--- config.mk ---
export PLATFORM = sky130hd
export DESIGN_NAME = gmt_ram
export DESIGN_NICKNAME = d
export VERILOG_FILES = /design/src/rtl/core/gmt_ram.sv
export SDC_FILE = /design/constraint.sdc
export NUM_CORES = 2
export LEC_CHECK = 0
export BUFFER_PORTS_ARGS = -buffer_cell sky130_fd_sc_hd__buf_2
export CAP_MARGIN = 0
export CORE_MARGIN = 10
export CORE_UTILIZATION = 50
export DETAILED_ROUTE_END_ITERATION = 10
export GPL_ROUTABILITY_DRIVEN = 0
export PLACE_DENSITY = 0.66
export SLEW_MARGIN = 20
export SYNTH_ARGS = -nofsm -noshare
export SYNTH_HDL_FRONTEND = slang
export SYNTH_SLANG_ARGS = --single-unit
export TNS_END_PERCENT = 30
--- constraint.sdc ---
create_clock -name i_clk -period 4.8 [get_ports i_clk]
set_input_delay 1.2 -clock i_clk [delete_from_list [all_inputs] [get_ports i_clk]]
set_output_delay 1.2 -clock i_clk [all_outputs]
set_load 0.01 [all_outputs]
--- src/rtl/core/gmt_ram.sv ---
// ----------------------------------------------------------------------------
// gmt_ram
// Generic simple dual-port RAM, one write and one registered read port.
// ----------------------------------------------------------------------------
`timescale 1ns / 1ps

module gmt_ram #(
    parameter int WIDTH = 8,
    parameter int DEPTH = 256
) (
    input  logic                     i_clk,
    input  logic                     i_we,
    input  logic [$clog2(DEPTH)-1:0] i_waddr,
    input  logic [WIDTH-1:0]         i_wdata,
    input  logic [$clog2(DEPTH)-1:0] i_raddr,
    output logic [WIDTH-1:0]         o_rdata
);

    logic [WIDTH-1:0] r_mem [DEPTH];
    logic [WIDTH-1:0] r_rdata;

    always_ff @(posedge i_clk) begin
        if (i_we) begin
            r_mem[i_waddr] <= i_wdata;
        end
        r_rdata <= r_mem[i_raddr];
    end

    assign o_rdata = r_rdata;

endmodule

==> flow_metrics.tcl <==
set metrics [dict create \
    status "finished, final reports clean" \
    htreeDepth 4 \
    setup_ws_ps 1178 \
    clk_pin_slew_ps 60 \
    ys_async_sr_fraction 0 \
    nFillCells 11480 \
    clock.fmax_ghz 0.2761 \
    cts-root-buf "clkbuf_16" \
    finalSetupViolCount 0 \
    end_kind "flop" \
    drv_slew 0 \
    setup_tns_ps 0 \
    drt_first_pass_iters 5 \
    cts_hold_buf 0 \
    cts_tree "built" \
    min_path_type "input pin to flop" \
    whs_ps 829.1 \
    worstMarginPinSlew_ps 1244 \
    finalPower_mw 36.74 \
    overflow 0 \
    rows 146 \
    min_period_over_period 0.7546 \
    worst_skew_pair.late_latency_ps 860 \
    required_ps 5490 \
    cp.arrival_ps 4310 \
    grt_pass1_vias 39000 \
    grtUsageTotal 0.2182 \
    clkPwrFrac 0.411 \
    avgSynthCellArea_um2 21.31 \
    finalHoldViolCount 0 \
    switching_share 0.2155 \
    final_common_cell "edfxtp_1" \
    cts_max_path_buffers 3 \
    fin_crit_ps 3622 \
    clock_sinks 2056 \
    utilization 0.5637 \
    post_cts_buffers 0 \
    fp.dieH_um 418.9 \
    ys_ff_latch 2056 \
    pin_count 34 \
    dieArea_mm2 0.1755 \
    synth_cell_types 55 \
    ctsResizeCount 0 \
    cts_buffers 200 \
    muxShareOfSynthArea 0.1462 \
    synth-xor-area-share 0 \
    seq_area_mm2 0.06166 \
    drc_errors 0 \
    p_leak_nw 27.60 \
    multi_input_area_mm2 0.01649 \
    drtAntennaViolNets 0 \
    p_int_mw 28.82 \
    dp_hpwl_um 121100 \
    synthesis.area_mm2 0.07956 \
    cap_violations 0 \
    numPortBuffers 33 \
    rsz0062_at_grt "false" \
    synth_compound_area_frac 0.03419 \
    ys_seq_area_frac 0.7750 \
    critical_path.startpoint_type "input pin" \
    power_frac_seq 0.540 \
    synth_simple_gate_area_frac 0.02628 \
    dr.first_iter.drc_count 4753 \
    layout_common_cells "2048 x edfxtp_1, 454 x mux4_2, 279 x nor2_1" \
    synth_top_family_by_area "multiplexers" \
    crit_path_max_fanout 38 \
    via_count 38990 \
    routed_wl_um 192800 \
    p_per_area_mw_per_mm2 412.0 \
    drive_gt1_frac 0.2373 \
    antenna_found_initial 12 \
    clock_skew_ps 54.12 \
    die_width_um 418.9 \
    coreArea_mm2 0.1582 \
    relSlewSlack 0.1706 \
    layout.nets 3965 \
    syn_inst 3733 \
    grt_pass1_wl_um 278800 \
    start_util 0.5029 \
    ys.flop_type "edfxtp_1" \
    synth_fp_nets 3759 \
    ys_warn_count 0 \
    crit_type "input pin to flop" \
    synthToLayoutAreaGrowth_pct 12.10 \
    ir_worst_vdd_uv 417.6 \
    vias_per_cell 6.304 \
    synth_edf_count 2048 \
    grt_max_degree 139 \
    preCtsSetupSlack_ps 409.1 \
    p_sw_mw 7.918 \
    post_drt_wl_per_cell_um 31.18 \
    combPwrFrac 0.050 \
    synth-adder-area-share 0 \
]
## flip-flops by register name, summed over array words and instances (netlist names)
| name | count |
|---|---|
| r_mem | 2048 |
| o_rdata | 8 |
## power groups by stage
| stage | Clock (mW) | Sequential, mW | Combinational [mW] |
|---|---|---|---|
| after floorplan | 0 | 20.2 | 0.961 |
| after global placement | 0 | 20.2 | 1.80 |
| after detailed placement | 0 | 20.2 | 1.82 |
| after CTS | 15.3 | 19.8 | 1.82 |
| after global routing | 16.0 | 19.8 | 1.92 |
| final | 15.1 | 19.8 | 1.82 |
## synth_stat cells, drive strengths merged, types with 10 or more instances
cell    number  area (µm²)
nand4       10       62.56
a22oi      133       998.5
nand2       33       123.9
nor2b       31       193.9
o21ai       12       60.06
a221oi      14       128.9
a21oi       96       480.5
edfxtp    2048       61500
clkbuf     111       416.7
mux4       456       10280
nor3        22       110.1
nor2       282        1059
o211ai      10       75.07
nand3       34       170.2
nor4        27       187.7
buf        122        1032
mux2i      134        1341
o221ai      47       417.9
a211oi      16       120.1
o22ai       28       175.2
## logic make-up (layout without fill, tap and decap cells)
kind of cell / count (synthesis) / in the layout
AND/OR/NAND/NOR: 466 / 466
buffers and inverters: 235 / 607
multiplexers: 591 / 591
flip-flops: 2056 / 2056
AO/OA/AOI/OAI: 385 / 385
other: 0 / 7
## critical path: stages
cell	delay, ps
buf_8	310
buf_12	240
buf_12	300
mux4_2	540
nor2b_1	140
a211oi_1	400
nor2_1	170
nor4_1	810
nor4_1	90
## through the flow
step,cell area (µm²),instances
after global routing,89170,6181
after floorplan,79560,3733
after global placement,82880,5808
final,89180,6184
after detailed placement,82890,5808
after CTS,89140,6176
## layer usage
metal  global-route usage  vias up  wire length (µm)
met3              0.04522      312             16910
li1                     -    16120                 -
met4              0.06297        2              5036
met2               0.3477     1916             93870
met1               0.3067    20630             77010
met5                    0        -                16
## final cells by class
class,instances,area share
multi-input combinational,1442,0.1849
clock inverter,110,0.01146
clock buffer,258,0.05867
sequential,2056,0.6914
inverter,2,0.00008418
antenna,7,0.0001964
tap,2072,0.02907
timing repair buffer,237,0.02422
## worst paths after layout
path	from	endpoint	slack [ps]	depth (start not counted)
max	i_raddr[0]	o_rdata[7]	1180	9
min	i_wdata[2]	r_mem[174][2]	830	1
max reg2reg	r_mem[27][5]	o_rdata[5]	1930	6
min reg2reg	r_mem[60][3]	o_rdata[3]	1070	5
(Power assumes the default switching activity.)
